[src/sv/frame_brightness_average_macros.svh]
// Assertion macros for the frame brightness average block.
// Depends on a clock named clk and a reset named rst in the including scope.
`ifndef FRAME_BRIGHTNESS_AVERAGE_MACROS_SVH
`define FRAME_BRIGHTNESS_AVERAGE_MACROS_SVH

// Same-cycle implication, checked outside reset.
`define FBA_ASSERT_NOW(label, ante, cons) \
  label: assert property (@(posedge clk) disable iff (rst) (ante) |-> (cons)) \
    else $error("frame_brightness_average: check failed");

// Next-cycle implication, checked outside reset.
`define FBA_ASSERT_NEXT(label, ante, cons) \
  label: assert property (@(posedge clk) disable iff (rst) (ante) |=> (cons)) \
    else $error("frame_brightness_average: check failed");

`endif

[src/sv/fba_pkg.sv]
// Shared types and constants for the frame brightness average block.
// No dependencies.
package fba_pkg;

  localparam int VAL_W   = 24;  // Q8.16 sample and result width
  localparam int SUM_W   = 40;  // frame sum width
  localparam int CNT_W   = 17;  // pixel count register width
  localparam int SHIFT_W = 4;   // alpha shift register width
  localparam int IDX_W   = 2;   // config register index width

  localparam int QDEPTH  = 4;   // frame sums waiting between front and back
  localparam int QPTR_W  = $clog2(QDEPTH);
  localparam int QCNT_W  = $clog2(QDEPTH + 1);

  localparam int MAX_PIXELS_DEF = 65536;
  localparam int FRAC_BITS_DEF  = 16;

  localparam logic [IDX_W-1:0] REG_CLAMP_LIMIT = 2'd0;
  localparam logic [IDX_W-1:0] REG_PIXEL_COUNT = 2'd1;
  localparam logic [IDX_W-1:0] REG_ALPHA_SHIFT = 2'd2;

  localparam logic [CNT_W-1:0]   PIXEL_COUNT_RST = 17'd64;
  localparam logic [SHIFT_W-1:0] ALPHA_SHIFT_RST = 4'd6;

  typedef struct packed {
    logic [VAL_W-1:0]   clamp_limit;
    logic [CNT_W-1:0]   pixel_count;
    logic [SHIFT_W-1:0] alpha_shift;
  } cfg_t;

  typedef struct packed {
    logic              full;
    logic              empty;
    logic [QCNT_W-1:0] count;
  } qstat_t;

  // 64.0 in the chosen fixed-point format, saturated to the sample width
  function automatic logic [VAL_W-1:0] clamp_reset(input int frac);
    longint v;
    v = longint'(64) << frac;
    if (v > ((longint'(1) << VAL_W) - 1))
      return {VAL_W{1'b1}};
    return VAL_W'(v);
  endfunction

endpackage

[src/sv/fba_front.sv]
// Front part: clamps and accumulates samples, hands each finished frame sum on.
// Depends on fba_pkg.
module fba_front (
  input  logic                       clk,
  input  logic                       rst,
  input  fba_pkg::cfg_t              cfg,
  input  logic                       accept,
  input  logic [fba_pkg::VAL_W-1:0]  sample,
  input  logic                       sample_invalid,
  input  logic                       last_of_frame,
  output logic                       sum_push,
  output logic [fba_pkg::SUM_W-1:0]  sum_data
);

  logic [fba_pkg::SUM_W-1:0] frame_sum;
  logic [fba_pkg::SUM_W-1:0] frame_sum_next;
  logic [fba_pkg::VAL_W-1:0] clamped;
  logic [fba_pkg::SUM_W:0]   wide_sum;
  logic [fba_pkg::SUM_W-1:0] acc;

  always_comb begin
    clamped  = (sample > cfg.clamp_limit) ? cfg.clamp_limit : sample;
    wide_sum = {1'b0, frame_sum} + (fba_pkg::SUM_W + 1)'(clamped);
    // saturate at the top of the sum range
    if (sample_invalid)
      acc = frame_sum;
    else if (wide_sum[fba_pkg::SUM_W])
      acc = {fba_pkg::SUM_W{1'b1}};
    else
      acc = wide_sum[fba_pkg::SUM_W-1:0];

    frame_sum_next = frame_sum;
    if (accept)
      frame_sum_next = last_of_frame ? '0 : acc;
  end

  assign sum_push = accept & last_of_frame;
  assign sum_data = acc;

  always_ff @(posedge clk) begin
    if (rst) begin
      frame_sum <= '0;
    end else begin
      frame_sum <= frame_sum_next;
    end
  end

endmodule

[src/sv/fba_queue.sv]
// Short queue of frame sums between the front and the back.
// Depends on fba_pkg.
module fba_queue (
  input  logic                       clk,
  input  logic                       rst,
  input  logic                       push,
  input  logic [fba_pkg::SUM_W-1:0]  push_data,
  input  logic                       pop,
  output logic [fba_pkg::SUM_W-1:0]  head,
  output fba_pkg::qstat_t            stat
);

  logic [fba_pkg::SUM_W-1:0]  slots [fba_pkg::QDEPTH];
  logic [fba_pkg::QPTR_W-1:0] wr_ptr;
  logic [fba_pkg::QPTR_W-1:0] rd_ptr;
  logic [fba_pkg::QCNT_W-1:0] count;
  logic                       do_push;
  logic                       do_pop;

  assign stat.count = count;
  assign stat.full  = (count == fba_pkg::QCNT_W'(fba_pkg::QDEPTH));
  assign stat.empty = (count == '0);
  assign do_push    = push & ~stat.full;
  assign do_pop     = pop & ~stat.empty;
  assign head       = slots[rd_ptr];

  always_ff @(posedge clk) begin
    if (do_push)
      slots[wr_ptr] <= push_data;
  end

  always_ff @(posedge clk) begin
    if (rst) begin
      wr_ptr <= '0;
      rd_ptr <= '0;
      count  <= '0;
    end else begin
      if (do_push)
        wr_ptr <= wr_ptr + 1'b1;
      if (do_pop)
        rd_ptr <= rd_ptr + 1'b1;
      if (do_push && !do_pop)
        count <= count + 1'b1;
      else if (do_pop && !do_push)
        count <= count - 1'b1;
    end
  end

endmodule

[src/sv/fba_back.sv]
// Back part: divides each frame sum by the pixel count (one quotient bit per
// cycle), updates the moving average and holds the result word. Depends on fba_pkg.
module fba_back #(
  parameter int MAX_PIXELS = fba_pkg::MAX_PIXELS_DEF
) (
  input  logic                       clk,
  input  logic                       rst,
  input  fba_pkg::cfg_t              cfg,
  input  logic                       q_empty,
  input  logic [fba_pkg::SUM_W-1:0]  q_head,
  output logic                       q_pop,
  input  logic                       pop,
  output logic                       empty,
  output logic                       load,
  output logic [fba_pkg::VAL_W-1:0]  frame_mean,
  output logic [fba_pkg::VAL_W-1:0]  running_average
);

  localparam int CNT_W   = fba_pkg::CNT_W;
  localparam int SUM_W   = fba_pkg::SUM_W;
  localparam int VAL_W   = fba_pkg::VAL_W;
  localparam int STEP_W  = $clog2(SUM_W);
  localparam int CNT_MAX = (1 << CNT_W) - 1;
  localparam logic [CNT_W-1:0] DIV_CAP =
    CNT_W'((MAX_PIXELS > CNT_MAX) ? CNT_MAX : MAX_PIXELS);

  localparam logic [1:0] S_IDLE = 2'd0;
  localparam logic [1:0] S_DIV  = 2'd1;
  localparam logic [1:0] S_EMA  = 2'd2;

  logic [1:0]        state;
  logic [1:0]        state_next;
  logic [SUM_W-1:0]  dvd;        // dividend bits shift out, quotient bits shift in
  logic [CNT_W-1:0]  rem;
  logic [CNT_W-1:0]  divisor;
  logic [STEP_W-1:0] step;
  logic              res_valid;

  logic [CNT_W-1:0]        div_now;
  logic [CNT_W:0]          trial;
  logic                    qbit;
  logic [VAL_W-1:0]        mean_sat;
  logic signed [VAL_W:0]   diff;
  logic signed [VAL_W:0]   delta;
  logic signed [VAL_W:0]   avg_sum;

  always_comb begin
    if (cfg.pixel_count == '0)
      div_now = CNT_W'(1);
    else if (cfg.pixel_count > DIV_CAP)
      div_now = DIV_CAP;
    else
      div_now = cfg.pixel_count;

    trial = {rem, dvd[SUM_W-1]};
    qbit  = (trial >= {1'b0, divisor});

    mean_sat = (dvd[SUM_W-1:VAL_W] != '0) ? {VAL_W{1'b1}} : dvd[VAL_W-1:0];
    diff     = $signed({1'b0, mean_sat}) - $signed({1'b0, running_average});
    delta    = diff >>> cfg.alpha_shift;
    avg_sum  = $signed({1'b0, running_average}) + delta;
  end

  assign q_pop = (state == S_IDLE) & ~q_empty;
  assign load  = (state == S_EMA) & (~res_valid | pop);
  assign empty = ~res_valid;

  always_comb begin
    state_next = state;
    unique case (state)
      S_IDLE: if (!q_empty) state_next = S_DIV;
      S_DIV:  if (step == STEP_W'(SUM_W - 1)) state_next = S_EMA;
      S_EMA:  if (load) state_next = S_IDLE;
      default: state_next = S_IDLE;
    endcase
  end

  always_ff @(posedge clk) begin
    if (rst) begin
      state           <= S_IDLE;
      res_valid       <= 1'b0;
      running_average <= '0;
    end else begin
      state <= state_next;
      if (load) begin
        res_valid       <= 1'b1;
        running_average <= avg_sum[VAL_W-1:0];
      end else if (pop) begin
        res_valid <= 1'b0;
      end
    end
  end

  // datapath, no reset needed
  always_ff @(posedge clk) begin
    if (q_pop) begin
      dvd     <= q_head;
      rem     <= '0;
      divisor <= div_now;
      step    <= '0;
    end else if (state == S_DIV) begin
      rem  <= qbit ? CNT_W'(trial - {1'b0, divisor}) : trial[CNT_W-1:0];
      dvd  <= {dvd[SUM_W-2:0], qbit};
      step <= step + 1'b1;
    end
    if (load)
      frame_mean <= mean_sat;
  end

endmodule

[src/sv/frame_brightness_average.sv]
// Frame brightness average: accumulates clamped Q8.16 brightness samples, and
// at each frame end divides the sum by the pixel count and updates a moving
// average. A sample is taken every cycle; the front only stalls (full high)
// when four finished frame sums already wait for the divider. For each frame
// the back pops a sum, runs the one-bit-per-cycle divider over the whole sum
// width, then loads the result and updates the average, so short frames back
// up once the queue fills. Results leave through a single held word, and the
// back takes no new frame while it waits. No clearing pass after reset.
`include "frame_brightness_average_macros.svh"

module frame_brightness_average #(
  parameter int MAX_PIXELS = fba_pkg::MAX_PIXELS_DEF,
  parameter int FRAC_BITS  = fba_pkg::FRAC_BITS_DEF
) (
  input  logic                         clk,
  input  logic                         rst,
  input  logic                         push,
  output logic                         full,
  input  logic [fba_pkg::VAL_W-1:0]    sample,
  input  logic                         sample_invalid,
  input  logic                         last_of_frame,
  output logic                         empty,
  input  logic                         pop,
  output logic [fba_pkg::VAL_W-1:0]    frame_mean,
  output logic [fba_pkg::VAL_W-1:0]    running_average,
  input  logic                         cfg_valid,
  output logic                         cfg_ready,
  input  logic [fba_pkg::IDX_W-1:0]    cfg_index,
  input  logic [fba_pkg::VAL_W-1:0]    cfg_data
);

  localparam logic [fba_pkg::VAL_W-1:0] CLAMP_RST = fba_pkg::clamp_reset(FRAC_BITS);

  fba_pkg::cfg_t             cfg;
  fba_pkg::qstat_t           qstat;
  logic                      accept;
  logic                      sum_push;
  logic [fba_pkg::SUM_W-1:0] sum_data;
  logic [fba_pkg::SUM_W-1:0] q_head;
  logic                      q_pop;
  logic                      load;

  assign cfg_ready = 1'b1;
  assign full      = qstat.full;
  assign accept    = push & ~qstat.full;

  always_ff @(posedge clk) begin
    if (rst) begin
      cfg.clamp_limit <= CLAMP_RST;
      cfg.pixel_count <= fba_pkg::PIXEL_COUNT_RST;
      cfg.alpha_shift <= fba_pkg::ALPHA_SHIFT_RST;
    end else if (cfg_valid && cfg_ready) begin
      // unknown indexes drop the word
      unique case (cfg_index)
        fba_pkg::REG_CLAMP_LIMIT: cfg.clamp_limit <= cfg_data;
        fba_pkg::REG_PIXEL_COUNT: cfg.pixel_count <= cfg_data[fba_pkg::CNT_W-1:0];
        fba_pkg::REG_ALPHA_SHIFT: cfg.alpha_shift <= cfg_data[fba_pkg::SHIFT_W-1:0];
        default: ;
      endcase
    end
  end

  fba_front u_front (
    .clk            (clk),
    .rst            (rst),
    .cfg            (cfg),
    .accept         (accept),
    .sample         (sample),
    .sample_invalid (sample_invalid),
    .last_of_frame  (last_of_frame),
    .sum_push       (sum_push),
    .sum_data       (sum_data)
  );

  fba_queue u_queue (
    .clk       (clk),
    .rst       (rst),
    .push      (sum_push),
    .push_data (sum_data),
    .pop       (q_pop),
    .head      (q_head),
    .stat      (qstat)
  );

  fba_back #(
    .MAX_PIXELS (MAX_PIXELS)
  ) u_back (
    .clk             (clk),
    .rst             (rst),
    .cfg             (cfg),
    .q_empty         (qstat.empty),
    .q_head          (q_head),
    .q_pop           (q_pop),
    .pop             (pop),
    .empty           (empty),
    .load            (load),
    .frame_mean      (frame_mean),
    .running_average (running_average)
  );

  `FBA_ASSERT_NOW(a_queue_bound, 1'b1, qstat.count <= fba_pkg::QCNT_W'(fba_pkg::QDEPTH))
  `FBA_ASSERT_NEXT(a_frame_queued, accept && last_of_frame, !qstat.empty)
  `FBA_ASSERT_NEXT(a_pop_drains, pop && !empty && !load, empty)
  `FBA_ASSERT_NEXT(a_load_shows, load, !empty)

endmodule

[config.mk]
export PLATFORM = sky130hd
export DESIGN_NAME = frame_brightness_average
export DESIGN_NICKNAME = d
export VERILOG_FILES = /design/src/sv/fba_pkg.sv /design/src/sv/fba_front.sv /design/src/sv/fba_queue.sv /design/src/sv/fba_back.sv /design/src/sv/frame_brightness_average.sv
export VERILOG_INCLUDE_DIRS = /design/src /design/src/sv
export SDC_FILE = /design/constraint.sdc
export NUM_CORES = 1
export LEC_CHECK = 0
export BUFFER_PORTS_ARGS = -buffer_cell sky130_fd_sc_hd__buf_2
export CAP_MARGIN = 10
export CORE_MARGIN = 3
export CORE_UTILIZATION = 65
export CTS_CLUSTER_DIAMETER = 100
export DETAILED_ROUTE_END_ITERATION = 10
export PLACE_DENSITY = 0.83
export SLEW_MARGIN = 20
export SYNTH_ARGS = -nofsm -noshare
export SYNTH_HDL_FRONTEND = slang
export SYNTH_SLANG_ARGS = --single-unit
[constraint.sdc]
create_clock -name clk -period 12.17 [get_ports clk]
set_clock_uncertainty 0.15 [all_clocks]
set_input_delay 2.434 -clock clk [delete_from_list [all_inputs] [get_ports clk]]
set_output_delay 2.434 -clock clk [all_outputs]
set_load 0.02 [all_outputs]
* After elaboration in Yosys (flattened, before gate mapping)
Memory sizes are Yosys's and may differ from the RTL's. A register that Yosys moved wholly into a read port is not among the register bits.
Index checks and enable logic that the tools add are counted.
** Word-level totals
- Register bits :: 223
- Memory bits (writable) :: 160
- Input port bits :: 57
- Output and inout bits :: 51
- Word-level logic and storage cells :: 87
- Memories :: 1
** Cells by class
- Add/sub/neg operators :: 9
- $lt $le $gt $ge :: 3
- Eq/ne operators :: 9
- Shift-type cells :: 1
- Multiplexer cells :: 21
- Bitwise logic cells :: 10
- Reductions and logical operators :: 17
** Memories
- u_queue.slots :: words 4, width 40, read ports 1, clocked after memory_dff 1, write ports 1, RTL line fba_queue.sv:13 : logic [fba_pkg::SUM_W-1:0] slots [fba_pkg::QDEPTH];
** Operators by type and width (count)
- $mux 40 :: 5
- $mux 24 :: 2
- $add 40x24->41 :: 1
- $mux 17 :: 2
- $sshr 25x4->24 :: 1
- $sub 24x24->25 :: 1
- $add 24x24->24 :: 1
- $gt 24x24->1 :: 1
- $ge 18x17->1 :: 1
- $gt 17x17->1 const B :: 1
- $logic_not 17->1 :: 1
- $sub 17x17->17 :: 1
- $reduce_bool 16->1 :: 1
- $mux 2 :: 5
- $add 6x1->6 const B :: 1
- $and 1x1->1 :: 6
- $eq 6x6->1 const B :: 1
- $mux 3 :: 2
- $pmux 2 s3 :: 1
- $reduce_and 2->1 :: 3
- $reduce_bool 2->1 :: 3
- $add 2x1->2 const B :: 2
- $eq 2x1->1 const B :: 2
- $eq 2x2->1 const B :: 2
- 14 further kinds :: 23

* Depth between registers and ports, before layout
- Depth after elaboration :: 9
- Gate-level depth with buffers :: 28
- Depth with buffers taken out :: 27

* Modules after synthesis
Synthesis repeated with hierarchy kept, for this count alone.
** Second synthesis, totals
- Cells, all modules :: 2080
- Area total of the unflattened synthesis :: 22693.0 µm²
** Modules (own cells, without submodules)
- fba_back :: times used 1, cells each 1061, area an instance 9892.0 µm², sequential area each 3433.3 µm²
- fba_queue :: times used 1, cells each 257, area an instance 6287.3 µm², sequential area each 4984.8 µm²
- fba_front :: times used 1, cells each 580, area an instance 4590.7 µm², sequential area each 800.8 µm²
- frame_brightness_average :: times used 1, cells each 182, area an instance 1923.1 µm², sequential area each 900.9 µm²

* Worst setup path before layout
OpenSTA, ideal clock, no wires.
- Kind :: input port to flip-flop
- Start point :: input port sample[9] in the netlist's numbering
- End point :: memory u_queue.slots[0][25] in the netlist's numbering, data pin
- Setup time :: 0.286 ns
- Arrival :: 7.508 ns
- Required time :: 11.734 ns
- Path slack :: 4.226 ns
- Stages on the path :: 23
- Path buffers :: 4
- Cell sequence :: ha_1 > a21o_1 > a21o_1 > a21o_1 > a21oi_1 > nor2_1 > a2111oi_0 > a21oi_1 > o31ai_2 > clkbuf_1 > mux2_2 > ha_1 > clkbuf_1 > a21oi_1 > nor2_1 > or4_1 > a221oi_1 > o21ai_0 > a41oi_2 > or2_2 > clkbuf_1 > buf_2 > o21ai_0
** On the way
- Longest elaborated chain between the ends :: 5
** RTL lines
- from (decl) :: RTL line frame_brightness_average.sv:19 : input logic [fba_pkg::VAL_W-1:0] sample,
- $gt 24x24->1 :: RTL line fba_front.sv:22 : clamped = (sample > cfg.clamp_limit) ? cfg.clamp_limit : sample;
- $mux 24 * :: RTL line fba_front.sv:22
- $add 40x24->41 * :: RTL line fba_front.sv:23 : wide_sum = {1'b0, frame_sum} + (fba_pkg::SUM_W + 1)'(clamped);
- $mux 40 * :: RTL line fba_front.sv:27 : else if (wide_sum[fba_pkg::SUM_W])
- $mux 40 * :: RTL line fba_front.sv:25 : if (sample_invalid)
- via sum_data, one bit :: RTL line frame_brightness_average.sv:38 : logic [fba_pkg::SUM_W-1:0] sum_data;
- to (decl) :: RTL line fba_queue.sv:13
The timed path passes the listed nets; every way through them passes the cells marked *.

* Worst setup path after layout
- Start point :: input port sample[9] in the netlist's numbering
- End point :: memory u_queue.slots[1][38] in the netlist's numbering, data pin
The elaborated chain is that of the path after synthesis.

==> flow_metrics.py <==
metrics = {
    "timing": {
        "setup_viol": 0,
        "setup_tns_ps": 0,
        "grt_setup_unrepaired": "no",
        "period_minus_slack_ps": 8540,
        "fin_crit_sh_pct": 70.2,
        "max_freq_mhz": 117,
        "drv_slew": 0,
        "tightest_slew_ps": 1080,
        "hold_viol_final": 0,
        "slew_headroom_pct": 28.0,
        "hold-worst-slack_ps": 324,
    },
    "die": {
        "start_util_pct": 66.6,
        "die_h_um": 190,
        "die_w_um": 190,
        "coreArea_um2": 32900,
        "die-area_um2": 35900,
        "io_pins": 108,
        "rows": 66,
    },
    "clocking": {
        "clk_pin_slew_ps": 60,
        "hold_buffers": 0,
        "post_cts_buffers": 0,
        "clockRootBuffer": "clkbuf_16",
        "ctsResizeCount": 0,
        "cts_made_buffers": 39,
        "clockBufferDepth": 3,
        "cts-htree-levels": 2,
        "cts_tree": "built",
        "clock-sinks": 385,
        "insertion_delay_ps": 550,
    },
    "synthesis": {
        "syn_avg_cell_area_um2": 9.93,
        "syn_area_um2": 21900,
        "yosys.area.top_type_share_pct": 33.0,
        "ys_ff_latch": 385,
        "synth_edf_count": 241,
        "synth.distinct_cells": 86,
        "synth-seq-area-share_pct": 46.2,
        "ys_top_cells_by_area": "edfxtp_1 33%, dfxtp_1 13%, ha_1 7.0%",
        "synthCells": 2206,
        "synth_top_area_cell": "edfxtp_1",
        "synth_nets": 2390,
        "synth_ff_type": "edfxtp_1",
        "async_reset_ff_share_pct": 0,
        "yosysWarnings": 0,
    },
    "min_path": {
        "whs_path_depth": 2,
        "worstHoldEndpoint": "u_back.rem[5]",
        "hp-class": "flop to flop",
        "holdCritStartpoint": "u_back.rem[4]",
    },
    "place": {
        "place.gp.congestion": 0.984,
        "io_buffers": 106,
        "dp_hpwl_um": 39400,
        "placed_area_um2": 22800,
        "dp.cells": 2667,
    },
    "grt": {
        "grt_pass1_vias": 16900,
        "grt_overflow": 0,
        "grt_max_degree": 67,
        "antenna_found_initial": 0,
        "grt_usage_pct": 30.8,
        "grt_pass1_wl_um": 89100,
    },
    "power": {
        "switching_share_pct": 32.4,
        "p_per_area_nw_per_um2": 167,
        "p_leak_nw": 9.11,
        "peakVddDrop_uv": 108,
        "seq_power_share_pct": 43.2,
        "combPwrFrac_pct": 26.9,
        "p_int_mw": 2.71,
        "p_sw_mw": 1.30,
        "pwr-share-clk_pct": 29.9,
    },
    "worst_setup_path": {
        "r2r-start": "u_back.dvd[34]",
        "reg2reg_depth": 22,
        "arrival_ps": 8660,
        "end_kind": "flop",
        "worstPathCellList": "buf_2 -> ha_1 -> a21o_1 -> a21o_1 -> a21o_1 -> a21oi_1 -> nor2_1 -> a2111oi_0 -> a21oi_1 -> o31ai_4 -> buf_4 -> mux2_2 -> ha_1 -> inv_1 -> fa_1 -> nor2b_1 -> o31ai_1 -> a21oi_1 -> nor3_1 -> o21ai_0 -> a41oi_2 -> nor4_1 -> xnor2_1 -> nand2_1",
        "rrSetupSlack_ps": 4290,
        "path_max_fanout": 16,
        "criticalPathCategory": "input pin to flop",
        "r2r_end": "u_back.running_average[23]",
        "startpoint_type": "input pin",
        "cp_slowest_cell": "nor4_1",
        "required_ps": 12300,
        "slowest_delay_ps": 720,
    },
    "drt": {
        "wl_per_cell_um": 20.4,
        "vias": 17600,
        "first_pass_iters": 6,
        "drc": 0,
        "wl_um": 56000,
        "drt-initial-drc-count": 1659,
        "ant_nets": 0,
        "viasPerCell": 6.41,
    },
    "flow_run": {
        "cap_violations": 0,
    },
    "cells_and_area": {
        "drive_gt1_share_pct": 14.0,
        "area_growth_pct": 9.91,
        "layout_commonest_cell": "nand2_1",
        "final_cell_mix": "338 x nand2_1, 241 x edfxtp_1, 185 x a21oi_1, 143 x dfxtp_1, 129 x nor2_1",
        "final_cells": 2739,
        "antenna_cells": 0,
        "final_area_um2": 24100,
        "nets": 2450,
    },
    "outcome": {
        "status": "finished clean",
    },
}
-- layer usage --
layer	GRT usage, %	wire [µm]	vias up
met4	10.3	1730	0
li1	-	-	8202
met1	41.4	22900	8430
met3	4.33	4300	115
met2	52.1	27100	815
met5	0	0	-
-- how the worst max path moves through the flow --
stage,start,to
global route,sample[9],u_queue.slots[3][38]
global placement,sample[9],u_queue.slots[3][35]
finish,sample[9],u_queue.slots[1][38]
CTS,sample[9],u_queue.slots[3][35]
detailed placement,sample[9],u_queue.slots[0][35]
floorplan,sample[9],u_queue.slots[0][25]
-- worst max-delay path, delay by kind of cell --
| family | cells | cell delay [ps] |
|---|---|---|
| buffers and inverters | 3 | 500 |
| AND/OR/NAND/NOR | 5 | 1180 |
| multiplexers | 1 | 190 |
| AO/OA/AOI/OAI | 11 | 3270 |
| XOR/XNOR | 1 | 200 |
| adder cells (fa/ha/maj) | 3 | 860 |
-- cell usage after synthesis (11+ instances only) --
library cell,number
nand2_1,338
edfxtp_1,241
a21oi_1,185
dfxtp_1,144
nor2_1,130
ha_1,122
inv_1,109
clkbuf_1,89
o21ai_0,86
mux4_2,42
xnor2_1,42
nor3_1,41
mux2_2,39
nand3_1,39
xor2_1,35
a21o_1,34
or2_2,30
mux2i_1,29
and3_1,27
a31oi_1,26
o21a_1,22
a211oi_1,21
o211ai_1,21
nand2b_1,20
nand4_1,20
and2_1,19
nor4_1,17
o31ai_1,17
a22o_1,16
nor2b_1,15
or3_1,14
a2bb2oi_1,13
o22a_1,13
buf_1,11
-- registers in the layout, indices dropped and copies added, names as in the netlist, named ones only --
name and flops:
u_back.frame_mean 24, u_back.rem 17, u_back.divisor 17, u_queue.slots 160, u_back.step 6, u_back.state 2
u_queue.count 3, u_queue.wr_ptr 2, u_front.frame_sum 40, u_back.res_valid 1, u_queue.rd_ptr 2, u_back.running_average 24
u_back.dvd 40, cfg 45
-- metrics by stage --
step                      util, %  total power, mW  setup WS, ps
after floorplan                 -             2.50          4230
after global placement       69.3             2.74          3330
after detailed placement     69.3             2.79          3140
after CTS                    73.2             4.01          3670
after global routing         73.3             4.20          3090
final                        73.3             4.01          3630
-- cell families (layout without fill, tap and decap cells) --
logic type / count (synthesis) / in the layout / synth area share (%)
and+or+nand+nor: 736 / 736 / 15.4
AOI/OAI and AO/OA: 548 / 548 / 16.3
muxes: 110 / 110 / 7.65
adders and majority gates: 127 / 127 / 7.43
buffers and inverters: 222 / 313 / 3.90
other: 1 / 1 / 0.0171
DFF: 385 / 385 / 46.2
xor gates and xnor gates: 77 / 77 / 3.08
-- power by group through the flow --
stage	Combinational, mW	Clock, mW	Sequential, mW
floorplan	0.785	0	1.71
global placement	1.00	0	1.74
detailed placement	1.04	0	1.75
CTS	1.07	1.21	1.73
global route	1.19	1.26	1.75
finish	1.08	1.20	1.73
-- area by class of cell --
cell class	instances	area [µm²]
fillers	2366	8790
multi-input cells	1599	11000
clock inverters	21	228
repair buffers	128	696
clock buffers	51	1050
flip-flops and latches	385	10100
well taps	442	553
inverters	113	424
(Power assumes the default switching activity.)
